[src/rtl/core/rcf_pkg.sv]
// ---------------------------------------------------------------------------
// rcf_pkg: shared types and constants of the random colour crossfader
// Sequencer states, command and status bundles between the controller and
// the datapath, register indexes and reset values.
// ---------------------------------------------------------------------------
package rcf_pkg;

  // Channel and fade widths
  localparam int unsigned CH_W      = 8;
  localparam int unsigned FRAME_W   = 16;
  localparam int unsigned PROD_W    = CH_W + FRAME_W;
  localparam int unsigned SUM_W     = 10;
  localparam int unsigned NUM_CH    = 3;
  localparam int unsigned CH_IDX_W  = 2;
  localparam int unsigned QBIT_W    = 3;
  localparam int unsigned CFG_IDX_W = 2;
  localparam int unsigned CFG_W     = 16;
  localparam int unsigned IN_W      = 32;
  localparam int unsigned OUT_W     = 24;

  // Channel numbers
  localparam logic [CH_IDX_W-1:0] CH_RED   = 2'd0;
  localparam logic [CH_IDX_W-1:0] CH_GREEN = 2'd1;
  localparam logic [CH_IDX_W-1:0] CH_BLUE  = 2'd2;

  // Top quotient bit of the fade division (quotient always below 256)
  localparam logic [QBIT_W-1:0] QBIT_TOP = 3'd7;
  localparam logic [QBIT_W-1:0] QBIT_LOW = 3'd0;

  // Configuration register indexes
  localparam logic [CFG_IDX_W-1:0] REG_FRAME_COUNT = 2'd0;
  localparam logic [CFG_IDX_W-1:0] REG_MAX_RED     = 2'd1;
  localparam logic [CFG_IDX_W-1:0] REG_MAX_GREEN   = 2'd2;
  localparam logic [CFG_IDX_W-1:0] REG_MAX_BLUE    = 2'd3;

  // Register reset values
  localparam logic [FRAME_W-1:0] FRAME_COUNT_RST = 16'd100;
  localparam logic [CH_W-1:0]    MAX_RST         = 8'd255;

  // Divide by three through a reciprocal: floor(s/3) == (s*683) >> 11 for s <= 765
  localparam int unsigned        AVG_RECIP_W = 11;
  localparam logic [AVG_RECIP_W-1:0] AVG_RECIP = 11'd683;
  localparam int unsigned        AVG_SHIFT   = 11;

  typedef enum logic [2:0] {
    ST_IDLE,
    ST_DECIDE,
    ST_CHECK,
    ST_MUL,
    ST_DIV,
    ST_EMIT,
    ST_EMIT_DARK
  } state_t;

  typedef struct packed {
    logic                load_in;
    logic                go_dark;
    logic                copy_start;
    logic                take_cand;
    logic                mul_load;
    logic                div_step;
    logic                emit;
    logic                advance;
    logic [CH_IDX_W-1:0] ch;
    logic [QBIT_W-1:0]   qbit;
  } dp_cmd_t;

  typedef struct packed {
    logic lamp_on;
    logic lit;
    logic need_new;
    logic cand_ok;
    logic out_free;
  } dp_status_t;

endpackage

[src/rtl/core/rcf_ctrl.sv]
// ---------------------------------------------------------------------------
// rcf_ctrl: sequencer of the random colour crossfader
// Takes one request at a time, walks it through decision, candidate test,
// three multiply/divide passes and the hand-off to the output register.
// ---------------------------------------------------------------------------
module rcf_ctrl (
  input  logic                clk,
  input  logic                rst,
  input  logic                s_axis_tvalid,
  output logic                s_axis_tready,
  input  rcf_pkg::dp_status_t status,
  output rcf_pkg::dp_cmd_t    cmd
);
  import rcf_pkg::*;

  state_t              state, state_next;
  logic [CH_IDX_W-1:0] ch_cnt, ch_cnt_next;
  logic [QBIT_W-1:0]   bit_cnt, bit_cnt_next;

  // State and counters
  always_ff @(posedge clk) begin
    if (rst) begin
      state   <= ST_IDLE;
      ch_cnt  <= CH_RED;
      bit_cnt <= QBIT_TOP;
    end else begin
      state   <= state_next;
      ch_cnt  <= ch_cnt_next;
      bit_cnt <= bit_cnt_next;
    end
  end

  // Next state and commands
  always_comb begin
    state_next    = state;
    ch_cnt_next   = ch_cnt;
    bit_cnt_next  = bit_cnt;
    cmd           = '0;
    cmd.ch        = ch_cnt;
    cmd.qbit      = bit_cnt;
    s_axis_tready = 1'b0;
    case (state)
      ST_IDLE: begin
        s_axis_tready = 1'b1;
        if (s_axis_tvalid) begin
          cmd.load_in = 1'b1;
          state_next  = ST_DECIDE;
        end
      end
      ST_DECIDE: begin
        if (!status.lamp_on) begin
          if (status.lit) begin
            cmd.go_dark = 1'b1;
            state_next  = ST_EMIT_DARK;
          end else begin
            state_next = ST_IDLE;
          end
        end else if (status.need_new) begin
          cmd.copy_start = 1'b1;
          state_next     = ST_CHECK;
        end else begin
          ch_cnt_next = CH_RED;
          state_next  = ST_MUL;
        end
      end
      ST_CHECK: begin
        if (status.cand_ok) begin
          cmd.take_cand = 1'b1;
          ch_cnt_next   = CH_RED;
          state_next    = ST_MUL;
        end else begin
          state_next = ST_IDLE;
        end
      end
      ST_MUL: begin
        cmd.mul_load = 1'b1;
        bit_cnt_next = QBIT_TOP;
        state_next   = ST_DIV;
      end
      ST_DIV: begin
        cmd.div_step = 1'b1;
        if (bit_cnt == QBIT_LOW) begin
          if (ch_cnt == CH_BLUE) begin
            state_next = ST_EMIT;
          end else begin
            ch_cnt_next = ch_cnt + 2'd1;
            state_next  = ST_MUL;
          end
        end else begin
          bit_cnt_next = bit_cnt - 3'd1;
        end
      end
      ST_EMIT: begin
        if (status.out_free) begin
          cmd.emit    = 1'b1;
          cmd.advance = 1'b1;
          state_next  = ST_IDLE;
        end
      end
      ST_EMIT_DARK: begin
        if (status.out_free) begin
          cmd.emit   = 1'b1;
          state_next = ST_IDLE;
        end
      end
      default: begin
        state_next = ST_IDLE;
      end
    endcase
  end

  // Checks
  a_emit_free: assert property (@(posedge clk) disable iff (rst)
    cmd.emit |-> status.out_free)
    else $error("result handed over while output register busy");

  a_blue_done: assert property (@(posedge clk) disable iff (rst)
    (state == ST_DIV && bit_cnt == QBIT_LOW && ch_cnt == CH_BLUE) |=> state == ST_EMIT)
    else $error("last division step did not lead to emit");

  a_ready_idle: assert property (@(posedge clk) disable iff (rst)
    s_axis_tready |-> state == ST_IDLE)
    else $error("request taken outside idle");

endmodule

[src/rtl/core/rcf_datapath.sv]
// ---------------------------------------------------------------------------
// rcf_datapath: colour state, candidate test and fade arithmetic
// Holds configuration, start/target colours, fade index, the shared
// multiply and restoring divider, and the output register.
// ---------------------------------------------------------------------------
module rcf_datapath (
  input  logic                                clk,
  input  logic                                rst,
  input  logic                                cfg_we,
  input  logic [rcf_pkg::CFG_IDX_W-1:0]       cfg_index,
  input  logic [rcf_pkg::CFG_W-1:0]           cfg_data,
  input  logic [rcf_pkg::IN_W-1:0]            s_axis_tdata,
  output logic                                m_axis_tvalid,
  input  logic                                m_axis_tready,
  output logic [rcf_pkg::OUT_W-1:0]           m_axis_tdata,
  input  rcf_pkg::dp_cmd_t                    cmd,
  output rcf_pkg::dp_status_t                 status
);
  import rcf_pkg::*;

  // Configuration
  logic [FRAME_W-1:0] frame_count;
  logic [CH_W-1:0]    max_red, max_green, max_blue;

  // Latched request
  logic               lamp_on;
  logic [CH_W-1:0]    cand [NUM_CH];
  logic [SUM_W-1:0]   sum;

  // Colour state
  logic [CH_W-1:0]    start_color  [NUM_CH];
  logic [CH_W-1:0]    target_color [NUM_CH];
  logic [CH_W-1:0]    cur          [NUM_CH];
  logic [FRAME_W-1:0] fade_index;
  logic               lit;

  // Divider
  logic [PROD_W-1:0]  rem;
  logic [CH_W-1:0]    quot;

  logic [FRAME_W-1:0] frames;
  logic [CH_W-1:0]    s_sel, t_sel, diff;
  logic [PROD_W-1:0]  divisor_sh;
  logic               q_ge;
  logic [CH_W-1:0]    quot_next;
  logic [CH_W-1:0]    cur_new;

  logic [SUM_W+AVG_RECIP_W-1:0] avg_prod;
  logic [SUM_W-1:0]   avg;
  logic               below, in_window, far_r, far_g, far_b;

  function automatic logic [SUM_W-1:0] abs_diff(input logic [SUM_W-1:0] a,
                                                input logic [SUM_W-1:0] b);
    return (a >= b) ? (a - b) : (b - a);
  endfunction

  // Configuration writes
  always_ff @(posedge clk) begin
    if (rst) begin
      frame_count <= FRAME_COUNT_RST;
      max_red     <= MAX_RST;
      max_green   <= MAX_RST;
      max_blue    <= MAX_RST;
    end else if (cfg_we) begin
      case (cfg_index)
        REG_FRAME_COUNT: frame_count <= cfg_data;
        REG_MAX_RED:     max_red     <= cfg_data[CH_W-1:0];
        REG_MAX_GREEN:   max_green   <= cfg_data[CH_W-1:0];
        REG_MAX_BLUE:    max_blue    <= cfg_data[CH_W-1:0];
        default: ;
      endcase
    end
  end

  // Zero frame count behaves as one
  assign frames = (frame_count == '0) ? FRAME_W'(1) : frame_count;

  // Request latch and candidate sum
  always_ff @(posedge clk) begin
    if (cmd.load_in) begin
      lamp_on         <= s_axis_tdata[0];
      cand[CH_RED]    <= s_axis_tdata[8:1];
      cand[CH_GREEN]  <= s_axis_tdata[16:9];
      cand[CH_BLUE]   <= s_axis_tdata[24:17];
    end
    sum <= SUM_W'(cand[CH_RED]) + SUM_W'(cand[CH_GREEN]) + SUM_W'(cand[CH_BLUE]);
  end

  // Candidate test
  assign avg_prod  = (SUM_W+AVG_RECIP_W)'(sum) * (SUM_W+AVG_RECIP_W)'(AVG_RECIP);
  assign avg       = avg_prod[AVG_SHIFT +: SUM_W];
  assign below     = (cand[CH_RED] < max_red) && (cand[CH_GREEN] < max_green)
                     && (cand[CH_BLUE] < max_blue);
  assign in_window = (sum > SUM_W'(max_green)) && (sum <= {1'b0, max_green, 1'b0});
  assign far_r     = abs_diff(avg, SUM_W'(cand[CH_RED]))   > SUM_W'(max_red >> 1);
  assign far_g     = abs_diff(avg, SUM_W'(cand[CH_GREEN])) > SUM_W'(max_green >> 1);
  assign far_b     = abs_diff(avg, SUM_W'(cand[CH_BLUE]))  > SUM_W'(max_blue >> 1);

  // Channel selection and fade step
  assign s_sel      = start_color[cmd.ch];
  assign t_sel      = target_color[cmd.ch];
  assign diff       = (t_sel >= s_sel) ? (t_sel - s_sel) : (s_sel - t_sel);
  assign divisor_sh = PROD_W'(frames) << cmd.qbit;
  assign q_ge       = rem >= divisor_sh;
  always_comb begin
    quot_next = quot;
    quot_next[cmd.qbit] = q_ge;
  end
  assign cur_new = (t_sel >= s_sel) ? (s_sel + quot_next) : (s_sel - quot_next);

  // Multiply then one quotient bit per cycle
  always_ff @(posedge clk) begin
    if (cmd.mul_load) begin
      rem  <= PROD_W'(diff) * PROD_W'(fade_index);
      quot <= '0;
    end else if (cmd.div_step) begin
      if (q_ge) begin
        rem <= rem - divisor_sh;
      end
      quot <= quot_next;
    end
  end

  // Colour state and fade index
  always_ff @(posedge clk) begin
    if (rst) begin
      for (int i = 0; i < NUM_CH; i++) begin
        start_color[i]  <= '0;
        target_color[i] <= '0;
      end
      fade_index <= '0;
      lit        <= 1'b0;
    end else begin
      if (cmd.go_dark) begin
        for (int i = 0; i < NUM_CH; i++) begin
          target_color[i] <= '0;
        end
        lit <= 1'b0;
      end
      if (cmd.copy_start) begin
        for (int i = 0; i < NUM_CH; i++) begin
          start_color[i] <= target_color[i];
        end
      end
      if (cmd.take_cand) begin
        for (int i = 0; i < NUM_CH; i++) begin
          target_color[i] <= cand[i];
        end
        fade_index <= '0;
        lit        <= 1'b1;
      end
      if (cmd.advance) begin
        fade_index <= fade_index + FRAME_W'(1);
      end
    end
  end

  // Current colour per channel
  always_ff @(posedge clk) begin
    if (cmd.go_dark) begin
      for (int i = 0; i < NUM_CH; i++) begin
        cur[i] <= '0;
      end
    end else if (cmd.div_step && cmd.qbit == QBIT_LOW) begin
      cur[cmd.ch] <= cur_new;
    end
  end

  // Output register
  always_ff @(posedge clk) begin
    if (rst) begin
      m_axis_tvalid <= 1'b0;
    end else if (cmd.emit) begin
      m_axis_tvalid <= 1'b1;
    end else if (m_axis_tready) begin
      m_axis_tvalid <= 1'b0;
    end
  end

  always_ff @(posedge clk) begin
    if (cmd.emit) begin
      m_axis_tdata <= {cur[CH_BLUE], cur[CH_GREEN], max_red - cur[CH_RED]};
    end
  end

  // Status to the sequencer
  always_comb begin
    status.lamp_on  = lamp_on;
    status.lit      = lit;
    status.need_new = (fade_index >= frames) || !lit;
    status.cand_ok  = below && in_window && (far_r || far_g || far_b);
    status.out_free = !m_axis_tvalid || m_axis_tready;
  end

  // Checks
  a_take_resets: assert property (@(posedge clk) disable iff (rst)
    cmd.take_cand |=> lit && (fade_index == '0))
    else $error("new target did not restart the fade");

  a_quot_fits: assert property (@(posedge clk) disable iff (rst)
    cmd.mul_load |=> rem < {frames, 8'b0})
    else $error("fade product exceeds eight-bit quotient range");

  a_out_hold: assert property (@(posedge clk) disable iff (rst)
    (m_axis_tvalid && !m_axis_tready) |=> m_axis_tvalid && $stable(m_axis_tdata))
    else $error("stalled result changed or dropped");

endmodule

[src/rtl/core/random_color_crossfader.sv]
// ---------------------------------------------------------------------------
// random_color_crossfader: random colour crossfade for an RGB lamp
// Fades between randomly chosen colours one frame tick at a time.
// ---------------------------------------------------------------------------
// Usage:
//   One request on s_axis is one frame tick: the lamp-on flag and a candidate
//   colour from an external random source. A tick that yields a colour gives
//   one result on m_axis (red, green, blue PWM compare values); a tick whose
//   candidate fails the colour test, or a lamp-off tick while already dark,
//   gives none, and the next tick retries.
//   Configuration (frame count, channel maxima) is to be written on cfg_we
//   only while the block is idle; the block itself does not enforce this.
//   Sequence: a decision step, a candidate test step when a new target is
//   due, then per channel a multiply step and one divider step per bit of
//   the eight-bit quotient, then the hand-off to the output register. A
//   lamp-off tick while lit gives black through the dark hand-off step.
//   Requests are taken one at a time; the next is accepted once the previous
//   result has entered the output register, or once a tick without result
//   has been dropped.
//   Reset clears the start and target colours, fade index and lit flag and restores the
//   register defaults. If the receiver stalls, the result waits in the
//   output register while the next tick is worked on, which then holds
//   in its final step until the register frees.
// ---------------------------------------------------------------------------
module random_color_crossfader (
  input  logic                          clk,
  input  logic                          rst,
  input  logic                          cfg_we,
  input  logic [rcf_pkg::CFG_IDX_W-1:0] cfg_index,
  input  logic [rcf_pkg::CFG_W-1:0]     cfg_data,
  input  logic                          s_axis_tvalid,
  output logic                          s_axis_tready,
  // lamp_on[0], cand_red[8:1], cand_green[16:9], cand_blue[24:17], zero fill
  input  logic [rcf_pkg::IN_W-1:0]      s_axis_tdata,
  output logic                          m_axis_tvalid,
  input  logic                          m_axis_tready,
  // red_drive[7:0], green_drive[15:8], blue_drive[23:16]
  output logic [rcf_pkg::OUT_W-1:0]     m_axis_tdata
);
  import rcf_pkg::*;

  dp_cmd_t    cmd;
  dp_status_t status;

  // Sequencer
  rcf_ctrl u_ctrl (
    .clk           (clk),
    .rst           (rst),
    .s_axis_tvalid (s_axis_tvalid),
    .s_axis_tready (s_axis_tready),
    .status        (status),
    .cmd           (cmd)
  );

  // Arithmetic and state
  rcf_datapath u_datapath (
    .clk           (clk),
    .rst           (rst),
    .cfg_we        (cfg_we),
    .cfg_index     (cfg_index),
    .cfg_data      (cfg_data),
    .s_axis_tdata  (s_axis_tdata),
    .m_axis_tvalid (m_axis_tvalid),
    .m_axis_tready (m_axis_tready),
    .m_axis_tdata  (m_axis_tdata),
    .cmd           (cmd),
    .status        (status)
  );

endmodule
[config.mk]
export PLATFORM = sky130hd
export DESIGN_NAME = random_color_crossfader
export DESIGN_NICKNAME = d
export VERILOG_FILES = /design/src/rtl/core/rcf_pkg.sv /design/src/rtl/core/rcf_ctrl.sv /design/src/rtl/core/rcf_datapath.sv /design/src/rtl/core/random_color_crossfader.sv
export SDC_FILE = /design/constraint.sdc
export NUM_CORES = 1
export LEC_CHECK = 0
export ABC_AREA = 1
export BUFFER_PORTS_ARGS = -buffer_cell sky130_fd_sc_hd__buf_2
export CAP_MARGIN = 10
export CORE_UTILIZATION = 50
export CTS_CLUSTER_SIZE = 24
export DETAILED_ROUTE_END_ITERATION = 12
export PLACE_DENSITY = 0.69
export SLEW_MARGIN = 25
export SYNTH_ARGS = -nofsm -noshare
export SYNTH_HDL_FRONTEND = slang
export SYNTH_SLANG_ARGS = --single-unit
[constraint.sdc]
create_clock -name clk -period 21.9 [get_ports clk]
set_input_delay 3.285 -clock clk [delete_from_list [all_inputs] [get_ports clk]]
set_output_delay 3.285 -clock clk [all_outputs]
set_load 0.02 [all_outputs]
# After elaboration in Yosys (flattened, before gate mapping)
# Memories as Yosys holds them, arrays and structs flattened. A register that Yosys moved wholly into a read port is not among the register bits.
# Cells that the tools add are included.
# word_totals
register_bits	133
ramBits	96
output_inout_bits	26
wordCells	200
memories	4
# classes
n_addsub	17
n_mul	2
magnitude_cmp	16
eq_ne	18
shift	1
muxes	84
bitwise_logic	9
reduce_logical	34
# memory_table
memory	depth	word_bits	read_ports	rd_clocked_by_memory_dff	wr	line_no	text
u_datapath.cand	3	8	3	0	3	rcf_datapath.sv:27	logic [CH_W-1:0] cand [NUM_CH];
u_datapath.cur	3	8	3	2	3	rcf_datapath.sv:33	logic [CH_W-1:0] cur [NUM_CH];
u_datapath.start_color	3	8	1	1	3	rcf_datapath.sv:31	logic [CH_W-1:0] start_color [NUM_CH];
u_datapath.target_color	3	8	4	1	3	rcf_datapath.sv:32	logic [CH_W-1:0] target_color [NUM_CH];
# ops
op	n
two-way mux 8 bit	12
two-way mux 24 bit	3
two-way mux 16 bit	3
two-way mux 1 bit	37
subtractor 8 bit	4
> comparator 10 x 7 -> 1 bit	3
two-way mux 10 bit	3
subtractor 8 x 9 -> 10 bit	3
subtractor 9 x 8 -> 10 bit	3
greater-or-equal comparator 9 x 8 -> 1 bit	3
two-way mux 2 bit	13
greater-or-equal comparator 24 bit	1
less-than comparator 8 bit	3
multiplier 8 x 16 -> 24 bit	1
<< shifter 16 x 3 -> 24 bit	1
subtractor 24 bit	1
two-way mux 3 bit	7
multiplier 10 x 10 -> 20 bit, second input constant	1
case mux 3 bit (6 select lines)	1
adder 16 x 1 -> 16 bit, second input constant	1
greater-or-equal comparator 16 bit	1
zero test 16 bit	1
AND reduction 2 bit	6
nonzero test 2 bit	6
33 further kinds	63

# Logic depth before layout (Yosys ltp)
# Gate-level depths: netlist (run 1).
# logic_depth
depth_word	13
depth_mapped	61

# Hierarchy
# From an unflattened synthesis (run 1), not the netlist that was laid out.
# hier_totals
cells_unflattened	2739
area_unflattened_um2	22004.9
# modules_own_cells
module	instances	cells_per_inst	area_each_um2
rcf_datapath	1	2634	21380.5
rcf_ctrl	1	105	624.3

# Worst setup path before layout (run 1)
# No wires, ideal clock.
# synth_timing
kind	flip-flop to flip-flop
from	register u_datapath.sum[7]
to	memory u_datapath.target_color[0][0] (enable)
t_arrival_ps	8030
required_ps	21405
path_slack_ps	13375
stages_incl_launch_ff	56
n_path_buf	0
period_less_slack_ps	8525
cell_sequence	dfxtp_1 -> ha_1 -> ha_1 -> inv_1 -> fa_1 -> inv_1 -> fa_1 -> inv_1 -> fa_1 -> inv_1 -> ha_1 -> a21oi_1 -> nor2_1 -> nor2_1 -> a21oi_1 -> a21oi_1 -> nand2_1 -> nand2_1 -> [20 not listed] -> inv_1 -> ha_1 -> nand2_1 -> nor2_1 -> o21ai_0 -> inv_1 -> o21ai_0 -> nand2_1 -> nand2_1 -> nand2_1 -> nor2_1 -> nand2_1 -> nor2_1 -> nand3_1 -> nor2_2 -> nand3_4 -> nand3_4 -> nand3_1
# synth_rtl
item	line_no	text
start, declared	rcf_datapath.sv:28	logic [SUM_W-1:0] sum;
start signal, assigned	rcf_datapath.sv:86	sum <= SUM_W'(cand[CH_RED]) + SUM_W'(cand[CH_GREEN]) + SUM_W'(cand[CH_BLUE]);
end, declared	rcf_datapath.sv:32	

==> results of run 1 <==
==> metal layers <==
metal	share of wire (%)	vias to the layer above
li1	-	9016
met1	46	8596
met2	45	510
met3	5.2	102
met4	3.9	0
met5	0	-
==> cells by family after synthesis <==
kind of cell,after synthesis
compound gates,517
xor+xnor,77
mux,14
fa+ha+maj,425
buf+inv,540
simple gates,914
flops,231
==> final timing paths <==
kind,endpoint,slack (ns),cells past startpoint
setup / recovery,u_datapath.target_color[0][4],12.14,54
hold / removal,u_datapath.m_axis_tdata[10],0.41,0
setup reg to reg,u_datapath.target_color[0][4],12.14,54
hold reg to reg,u_datapath.m_axis_tdata[10],0.41,0
==> cell type report <==
cell class | instances | area share (%)
Clock inverter | 16 | 0.667
Tap cell | 585 | 3.07
Timing Repair Buffer | 84 | 1.88
Sequential cell | 231 | 25.5
Multi-Input combinational cell | 1947 | 58.3
Clock buffer | 34 | 3.08
Inverter | 478 | 7.53
==> worst reg2reg max path, delay by kind of cell, from the launching register on <==
family | cells | cell delay, ns
DFF | 1 | 0.56
buffers and inverters | 10 | 0.96
AOI/OAI and AO/OA | 7 | 0.90
muxes | 1 | 0.27
adders and majority gates | 8 | 3.13
and+or+nand+nor | 27 | 3.47
xor gates and xnor gates | 1 | 0.22
==> Yosys cell counts (2+ instances only) <==
library cell and number:
sky130_fd_sc_hd__mux2i_1 14, sky130_fd_sc_hd__or2_2 16, sky130_fd_sc_hd__clkinv_1 5, sky130_fd_sc_hd__fa_1 119, sky130_fd_sc_hd__buf_2 12, sky130_fd_sc_hd__clkbuf_1 47, sky130_fd_sc_hd__dfxtp_1 86, sky130_fd_sc_hd__nand3b_1 6
sky130_fd_sc_hd__o21a_1 8, sky130_fd_sc_hd__edfxtp_1 145, sky130_fd_sc_hd__nand2_4 4, sky130_fd_sc_hd__o31ai_1 5, sky130_fd_sc_hd__a21o_1 15, sky130_fd_sc_hd__o21ai_1 11, sky130_fd_sc_hd__nor3b_1 2, sky130_fd_sc_hd__nand3_4 5
sky130_fd_sc_hd__xnor2_1 22, sky130_fd_sc_hd__nor2_2 3, sky130_fd_sc_hd__a21boi_0 8, sky130_fd_sc_hd__o221ai_1 3, sky130_fd_sc_hd__a31oi_1 10, sky130_fd_sc_hd__inv_2 8, sky130_fd_sc_hd__ha_1 306, sky130_fd_sc_hd__xor2_1 54
sky130_fd_sc_hd__inv_1 465, sky130_fd_sc_hd__o21bai_1 8, sky130_fd_sc_hd__nand3_1 77, sky130_fd_sc_hd__nor4_1 7, sky130_fd_sc_hd__nand2_1 493, sky130_fd_sc_hd__a21oi_1 201, sky130_fd_sc_hd__buf_1 2, sky130_fd_sc_hd__a21oi_2 11
sky130_fd_sc_hd__o211ai_1 40, sky130_fd_sc_hd__nand4_1 16, sky130_fd_sc_hd__o21ai_0 181, sky130_fd_sc_hd__nor2_1 240, sky130_fd_sc_hd__o22ai_1 4, sky130_fd_sc_hd__nand3_2 11, sky130_fd_sc_hd__a211oi_1 5, sky130_fd_sc_hd__a211o_1 2
sky130_fd_sc_hd__nor3_1 21, sky130_fd_sc_hd__nand2_2 6, sky130_fd_sc_hd__and3_1 2
==> flip-flops by register name, summed over array words and instances (netlist names), 3 cells and up, named ones only <==
name and cells:
u_datapath.cand 24, u_datapath.cur 24, u_datapath.m_axis_tdata 24, u_datapath.rem 24, u_datapath.start_color 24, u_datapath.target_color 24
u_datapath.fade_index 16, u_datapath.frame_count 16, u_datapath.sum 10, u_datapath.max_blue 8, u_datapath.max_green 8, u_datapath.max_red 8
u_datapath.quot 8, u_ctrl.bit_cnt 3, u_ctrl.state 3
==> stage by stage <==
| stage | instance area (sq um) | util [%] | hold WS [ns] |
|---|---|---|---|
| 2_1_floorplan | 22000 | - | 0.400 |
| 3_3_place_gp | 22900 | 53.0 | 0.406 |
| 3_5_place_dp | 22900 | 53.0 | 0.405 |
| 4_1_cts | 23800 | 55.1 | 0.411 |
| 5_1_grt | 23800 | 55.1 | 0.429 |
| 6_report | 23800 | 55.1 | 0.413 |
==> metrics.txt, run 1 <==
# TYPE chip_impl_metric gauge
chip_impl_info{name="status",value="finished, final reports clean"} 1
chip_impl_info{name="root_buffer",value="sky130_fd_sc_hd__clkbuf_16"} 1
chip_impl_metric{name="drt_wl_total",unit="microns"} 57500
chip_impl_metric{name="io-pin-count",unit=""} 81
chip_impl_metric{name="setup_viol",unit=""} 0
chip_impl_metric{name="worst_slack",unit="ns"} 12.14
chip_impl_metric{name="place_inst",unit=""} 3325
chip_impl_metric{name="io_buffer_count",unit=""} 73
chip_impl_info{name="library_cell_with_the_largest_summed_area_after_synthesis",value="sky130_fd_sc_hd__edfxtp_1"} 1
chip_impl_info{name="synth_top_family_by_area",value="adder cells"} 1
chip_impl_metric{name="timing.final.max_slew_violations",unit=""} 0
chip_impl_metric{name="floorplan.initialDensity",unit="%"} 50.8
chip_impl_metric{name="post_cts.repair.setup_buffers",unit=""} 0
chip_impl_metric{name="synth_fa_ha_area_share",unit="%"} 28.2
chip_impl_metric{name="netlist_instances",unit=""} 2718
chip_impl_info{name="timing.setup.critical_path_class",value="flip-flop to flip-flop"} 1
chip_impl_metric{name="post_synth_and_or_nand_nor_area_fraction",unit="%"} 17.8
chip_impl_metric{name="fin_crit_sh",unit="%"} 44.5
chip_impl_metric{name="worst_clock_skew",unit="ns"} 0.0189
chip_impl_info{name="timing.critical_path.slowest_stage_cell",value="sky130_fd_sc_hd__dfxtp_1"} 1
chip_impl_metric{name="drive_above_1_share",unit="%"} 7.35
chip_impl_metric{name="setup-tns-final",unit="ns"} 0
chip_impl_metric{name="synth_edf_count",unit=""} 145
chip_impl_metric{name="cts_buffer_count",unit=""} 27
chip_impl_metric{name="global_route.usage.met2",unit="%"} 42.9
chip_impl_metric{name="cts_hold_repair_buffers",unit=""} 0
chip_impl_info{name="critPathTopFamily",value="simple AND/OR/NAND/NOR gates"} 1
chip_impl_metric{name="yosysSeqAreaShare",unit="%"} 27.6
chip_impl_metric{name="number_of_vias_per_cell",unit=""} 5.40
chip_impl_metric{name="synth-async-reset-ratio",unit="%"} 0
chip_impl_metric{name="place.gp.congestion",unit=""} 0.932
chip_impl_metric{name="syn_avg_cell_area",unit="sq um"} 8.09
chip_impl_metric{name="drt_first_pass_iters",unit=""} 5
chip_impl_metric{name="grt_util_met1",unit="%"} 35.8
chip_impl_metric{name="synthesis.nets",unit=""} 3198
chip_impl_info{name="unrepaired_setup_endpoints_after_global_routing",value="no"} 1
chip_impl_info{name="setup.worst_path.start",value="u_datapath.sum[7]"} 1
chip_impl_metric{name="syn-cell-area",unit="sq mm"} 0.0220
chip_impl_metric{name="detail_route.wl_per_cell",unit="microns"} 17.0
chip_impl_info{name="min_path_type",value="flip-flop to flip-flop"} 1
chip_impl_metric{name="die_extent_in_x",unit="microns"} 212
chip_impl_metric{name="tightest_slew",unit="ns"} 0.971
chip_impl_info{name="highest_count_cells_in_the_layout_ignoring_fill_and_taps",value="sky130_fd_sc_hd__nand2_1, sky130_fd_sc_hd__inv_1, sky130_fd_sc_hd__ha_1"} 1
chip_impl_metric{name="synth_xor_area_share",unit="%"} 3.10
chip_impl_metric{name="timing.critical_path.slowest_cell_delay",unit="ns"} 0.56
chip_impl_info{name="worst_r2r_startpoint",value="u_datapath.sum[7]"} 1
chip_impl_metric{name="ys_seq_elements",unit=""} 231
chip_impl_metric{name="clock_latency_on_the_worst_skew_pair",unit="ns"} 0.56
chip_impl_info{name="cts_tree",value="done"} 1
chip_impl_metric{name="stdcell_count",unit=""} 3375
chip_impl_metric{name="register_area",unit="sq mm"} 0.00608
chip_impl_metric{name="critical_path_arrival",unit="ns"} 10.03
chip_impl_metric{name="worst_setup_hold_path_clk_slew",unit="ns"} 0.06
chip_impl_metric{name="critical_path.max_fanout",unit=""} 25
chip_impl_info{name="worst_hold_startpoint",value="u_datapath.cur[1][2]"} 1
chip_impl_metric{name="globalRoute.totalOverflow",unit=""} 0
chip_impl_metric{name="initial_antenna_violation_count",unit=""} 0
chip_impl_metric{name="yosys.cell_types.count",unit=""} 55
chip_impl_info{name="mostFrequentLayoutCell",value="sky130_fd_sc_hd__nand2_1"} 1
chip_impl_info{name="synth.area.top_cells",value="sky130_fd_sc_hd__edfxtp_1, sky130_fd_sc_hd__ha_1, sky130_fd_sc_hd__fa_1"} 1
chip_impl_info{name="crit_path_start_kind",value="flip-flop"} 1
chip_impl_info{name="timing.critical_path.to_type",value="flip-flop"} 1
chip_impl_metric{name="synth_top_area_share",unit="%"} 19.8
chip_impl_metric{name="dr.first_iter.drc_count",unit=""} 1222
chip_impl_metric{name="bufs_on_longest_clock_path",unit=""} 3
chip_impl_metric{name="synth-compound-area-share",unit="%"} 13.2
chip_impl_metric{name="grt_use_met3",unit="%"} 2.58
chip_impl_metric{name="grt_start_max_net_pins",unit=""} 42
chip_impl_metric{name="timing.final.crit_period",unit="ns"} 9.76
chip_impl_metric{name="die_area",unit="sq mm"} 0.0448
chip_impl_metric{name="dp_hpwl",unit="microns"} 46200
chip_impl_metric{name="report.final.hold_viol_count",unit=""} 0
chip_impl_metric{name="worstPathBufferInverterCount",unit=""} 10
chip_impl_metric{name="layout.filler_cells",unit=""} 4071
chip_impl_metric{name="first_global_vias",unit=""} 17929
chip_impl_metric{name="fmaxAchievable",unit="MHz"} 102
chip_impl_metric{name="die_height",unit="microns"} 212
chip_impl_metric{name="final_nets",unit=""} 3249
chip_impl_info{name="synth-main-ff-cell",value="sky130_fd_sc_hd__edfxtp_1"} 1
chip_impl_metric{name="postRouteAntennaNets",unit=""} 0
chip_impl_metric{name="rows",unit=""} 76
chip_impl_info{name="critPathMostFrequentCell",value="sky130_fd_sc_hd__nand2_1"} 1
chip_impl_metric{name="multi_input_area",unit="sq mm"} 0.0139
chip_impl_metric{name="timing.slew.headroom",unit="%"} 35.1
chip_impl_metric{name="gr-usage-all-layers",unit="%"} 26.1
chip_impl_metric{name="timing.critical_path.required",unit="ns"} 22.18
chip_impl_metric{name="flow.area_growth_from_synthesis",unit="%"} 8.39
chip_impl_metric{name="cts_htree_levels",unit=""} 1
chip_impl_metric{name="grt_first_pass_wirelength",unit="microns"} 91900
chip_impl_info{name="global_route.peak_usage_layer",value="met2"} 1
chip_impl_metric{name="maxCapViolCount",unit=""} 0
chip_impl_metric{name="dp_worst_setup_slack",unit="ns"} 12.21
chip_impl_metric{name="antenna_cells",unit=""} 0
chip_impl_metric{name="post_cts.resized_instances",unit=""} 0
chip_impl_metric{name="synthesis.yosys.warnings",unit=""} 0
chip_impl_metric{name="route.vias.total",unit=""} 18224
chip_impl_metric{name="post_synth_mux_area_share",unit="%"} 0.637
chip_impl_metric{name="drc",unit=""} 0
chip_impl_metric{name="floorplan.core_area",unit="sq mm"} 0.0433
chip_impl_metric{name="cts_num_sinks",unit=""} 231
Power of run 1 is left out: the tool's default activity adds up to more than one toggle a clock period on the data nets, which glitch-free logic cannot reach.
==> inputs of run 2 (changes only) <==
Settings changed: ABC_AREA 1 to 0, PLACE_DENSITY 0.69 to 0.71.
Clock period 21.9 ns to 7.9 ns, I/O delays scaled along.
==> metrics.txt, run 2 <==
# TYPE chip_impl_metric gauge
chip_impl_metric{name="fmaxAchievable",unit="MHz"} 121
chip_impl_metric{name="syn_avg_cell_area",unit="sq um"} 9.17
chip_impl_metric{name="first_global_vias",unit=""} 18840
chip_impl_metric{name="synthesis.nets",unit=""} 2881
chip_impl_metric{name="worst_clock_skew",unit="ns"} 0.0155
chip_impl_metric{name="grt_use_met3",unit="%"} 3.35
chip_impl_metric{name="ys_seq_elements",unit=""} 231
chip_impl_metric{name="critical_path.max_fanout",unit=""} 7
chip_impl_metric{name="drt_first_pass_iters",unit=""} 7
chip_impl_metric{name="fin_crit_sh",unit="%"} 105
chip_impl_info{name="timing.critical_path.slowest_stage_cell",value="sky130_fd_sc_hd__fa_1"} 1
chip_impl_metric{name="clock_latency_on_the_worst_skew_pair",unit="ns"} 0.57
chip_impl_metric{name="cts_htree_levels",unit=""} 1
chip_impl_info{name="crit_path_start_kind",value="flip-flop"} 1
chip_impl_info{name="unrepaired_setup_endpoints_after_global_routing",value="yes"} 1
chip_impl_info{name="root_buffer",value="sky130_fd_sc_hd__clkbuf_16"} 1
chip_impl_metric{name="bufs_on_longest_clock_path",unit=""} 3
chip_impl_metric{name="final.hold.worst_slack",unit="ns"} 0.416
chip_impl_metric{name="dp_worst_setup_slack",unit="ns"} -0.792
chip_impl_metric{name="maxCapViolCount",unit=""} 0
chip_impl_metric{name="global_route.usage.met2",unit="%"} 48.7
chip_impl_info{name="synth_top_family_by_area",value="adder cells"} 1
chip_impl_metric{name="number_of_vias_per_cell",unit=""} 5.63
chip_impl_metric{name="synth_xor_area_share",unit="%"} 4.06
chip_impl_metric{name="io-pin-count",unit=""} 81
chip_impl_metric{name="setup-tns-final",unit="ns"} -19.88
chip_impl_metric{name="post_synth_and_or_nand_nor_area_fraction",unit="%"} 14.9
chip_impl_metric{name="timing.final.max_slew_violations",unit=""} 0
chip_impl_metric{name="detail_route.wl_per_cell",unit="microns"} 18.8
chip_impl_metric{name="io_buffer_count",unit=""} 73
chip_impl_metric{name="die_area",unit="sq mm"} 0.0449
chip_impl_metric{name="dr.first_iter.drc_count",unit=""} 1229
chip_impl_info{name="synth-main-ff-cell",value="sky130_fd_sc_hd__edfxtp_1"} 1
chip_impl_metric{name="floorplan.initialDensity",unit="%"} 50.9
chip_impl_metric{name="route.vias.total",unit=""} 18825
chip_impl_metric{name="place_inst",unit=""} 3223
chip_impl_metric{name="synth_top_area_share",unit="%"} 19.8
chip_impl_metric{name="die_extent_in_x",unit="microns"} 212
chip_impl_metric{name="flow.area_growth_from_synthesis",unit="%"} 25.4
chip_impl_metric{name="cts_buffer_count",unit=""} 27
chip_impl_metric{name="place.gp.congestion",unit=""} 0.965
chip_impl_info{name="timing.critical_path.to_type",value="flip-flop"} 1
chip_impl_info{name="synth.area.top_cells",value="sky130_fd_sc_hd__edfxtp_1, sky130_fd_sc_hd__ha_1, sky130_fd_sc_hd__fa_1"} 1
chip_impl_info{name="critPathMostFrequentCell",value="sky130_fd_sc_hd__ha_4"} 1
chip_impl_metric{name="synth_edf_count",unit=""} 145
chip_impl_metric{name="gr-usage-all-layers",unit="%"} 28.1
chip_impl_metric{name="globalRoute.totalOverflow",unit=""} 0
chip_impl_metric{name="critical_path_arrival",unit="ns"} 8.73
chip_impl_metric{name="floorplan.core_area",unit="sq mm"} 0.0433
chip_impl_metric{name="grt_util_met1",unit="%"} 36.2
chip_impl_metric{name="drt_wl_total",unit="microns"} 63000
chip_impl_info{name="min_path_type",value="flip-flop to flip-flop"} 1
chip_impl_metric{name="synth-compound-area-share",unit="%"} 15.9
chip_impl_metric{name="grt_start_max_net_pins",unit=""} 80
chip_impl_metric{name="drive_above_1_share",unit="%"} 23.3
chip_impl_metric{name="final_nets",unit=""} 3217
chip_impl_metric{name="yosys.cell_types.count",unit=""} 77
chip_impl_metric{name="yosysSeqAreaShare",unit="%"} 27.6
chip_impl_metric{name="timing.critical_path.slowest_cell_delay",unit="ns"} 0.55
chip_impl_metric{name="syn-cell-area",unit="sq mm"} 0.0220
chip_impl_info{name="highest_count_cells_in_the_layout_ignoring_fill_and_taps",value="sky130_fd_sc_hd__buf_4, sky130_fd_sc_hd__inv_1, sky130_fd_sc_hd__ha_1"} 1
chip_impl_metric{name="post_synth_mux_area_share",unit="%"} 2.95
chip_impl_metric{name="worst_slack",unit="ns"} -0.358
chip_impl_metric{name="dp_hpwl",unit="microns"} 48800
chip_impl_info{name="violations_in_the_final_reports",value="setup timing"} 1
chip_impl_metric{name="synth-async-reset-ratio",unit="%"} 0
chip_impl_metric{name="stdcell_count",unit=""} 3344
chip_impl_metric{name="rows",unit=""} 76
chip_impl_metric{name="timing.final.crit_period",unit="ns"} 8.26
chip_impl_info{name="mostFrequentLayoutCell",value="sky130_fd_sc_hd__buf_4"} 1
chip_impl_metric{name="timing.slew.headroom",unit="%"} 35.7
chip_impl_metric{name="report.final.hold_viol_count",unit=""} 0
chip_impl_info{name="library_cell_with_the_largest_summed_area_after_synthesis",value="sky130_fd_sc_hd__edfxtp_1"} 1
chip_impl_metric{name="die_height",unit="microns"} 212
chip_impl_metric{name="initial_antenna_violation_count",unit=""} 2
chip_impl_info{name="global_route.peak_usage_layer",value="met2"} 1
chip_impl_metric{name="netlist_instances",unit=""} 2401
chip_impl_metric{name="cts_num_sinks",unit=""} 231
chip_impl_info{name="synth_top_cells_by_count",value="sky130_fd_sc_hd__ha_1, sky130_fd_sc_hd__inv_1, sky130_fd_sc_hd__nand2_1"} 1
chip_impl_metric{name="synth_fa_ha_area_share",unit="%"} 28.2
chip_impl_metric{name="setup_viol",unit=""} 72
chip_impl_info{name="cts_tree",value="done"} 1
chip_impl_metric{name="synthesis.yosys.warnings",unit=""} 0
chip_impl_metric{name="tightest_slew",unit="ns"} 0.965
chip_impl_metric{name="timing.critical_path.required",unit="ns"} 8.37
chip_impl_metric{name="worst_setup_hold_path_clk_slew",unit="ns"} 0.06
chip_impl_metric{name="postRouteAntennaNets",unit=""} 0
chip_impl_info{name="cell_with_the_most_instances_after_synthesis",value="sky130_fd_sc_hd__ha_1"} 1
chip_impl_info{name="status",value="finished with violations"} 1
chip_impl_info{name="timing.setup.critical_path_class",value="flip-flop to flip-flop"} 1
chip_impl_metric{name="grt_first_pass_wirelength",unit="microns"} 98300
chip_impl_metric{name="cts_hold_repair_buffers",unit=""} 0
chip_impl_metric{name="drc",unit=""} 0
run 2: cell count changes in the layout (fill, tap and decap cells not counted), sizes merged, moves of 42 or more:
cell and change:
and2 +85, inv -192, buf +312, o21ai -93, nand2 -266, xnor2 +47, a21oi -42, nor2 -103
nand3 -54
run 2: worst paths after layout:
check | endpoint | cells past startpoint | slack, ns | from
worst max-delay path | u_datapath.fade_index[12] | 39 | -0.36 | u_datapath.sum[5]
worst min-delay path | u_datapath.m_axis_tdata[16] | 0 | 0.42 | u_datapath.cur[2][0]
worst max register to register | u_datapath.fade_index[12] | 39 | -0.36 | u_datapath.sum[5]
worst min register to register | u_datapath.m_axis_tdata[16] | 0 | 0.42 | u_datapath.cur[2][0]
run 2: layout make-up:
class | instances | area, sq um
fill | 3423 | 15700
multi-input combinational | 1799 | 15600
clock inverter | 18 | 205
timing repair buffer | 396 | 3120
sequential | 231 | 6100
clock buffer | 32 | 737
antenna | 1 | 2.50
tap | 585 | 732
inverter | 282 | 1060
run 2: timing repair:
| item | in CTS | in global routing |
|---|---|---|
| gates resized for setup | 103 | 115 |
| pin swaps | 85 | 110 |
| cloned | 3 | 0 |
| buffers inserted | 46 | 22 |
| setup endpoints to repair | 80 | 83 |
run 2: logic make-up (layout without fill, tap and decap cells):
family	count (synthesis)	in the layout
XOR/XNOR	102	102
AND/OR/NAND/NOR	683	684
buffers and inverters	372	728
multiplexers	57	57
other	0	1
adder cells (fa/ha/maj)	425	425
AO/OA/AOI/OAI	531	531
flip-flops	231	231
run 2: layer usage:
layer / share of wire (%) / up-vias
met5: 0.021 / -
met4: 3.4 / 2
met3: 5.3 / 127
met2: 49 / 583
met1: 42 / 9090
li1: - / 9023
run 2: through the flow:
stage / utilization, % / instance area [sq um]
6_report: 63.8 / 27600
5_1_grt: 63.8 / 27600
4_1_cts: 62.2 / 26900
3_5_place_dp: 57.6 / 24900
3_3_place_gp: 57.6 / 24900
2_1_floorplan: - / 22200
run 2: critical path, delay by kind of cell (launching register included):
family	cells	cell delay (ns)
buffers and inverters	8	1.10
DFF	1	0.35
adders and majority gates	8	2.51
xor gates and xnor gates	2	0.37
AOI/OAI and AO/OA	12	2.42
and+or+nand+nor	8	1.06
muxes	1	0.33
Power of run 2 is left out for the same reason.
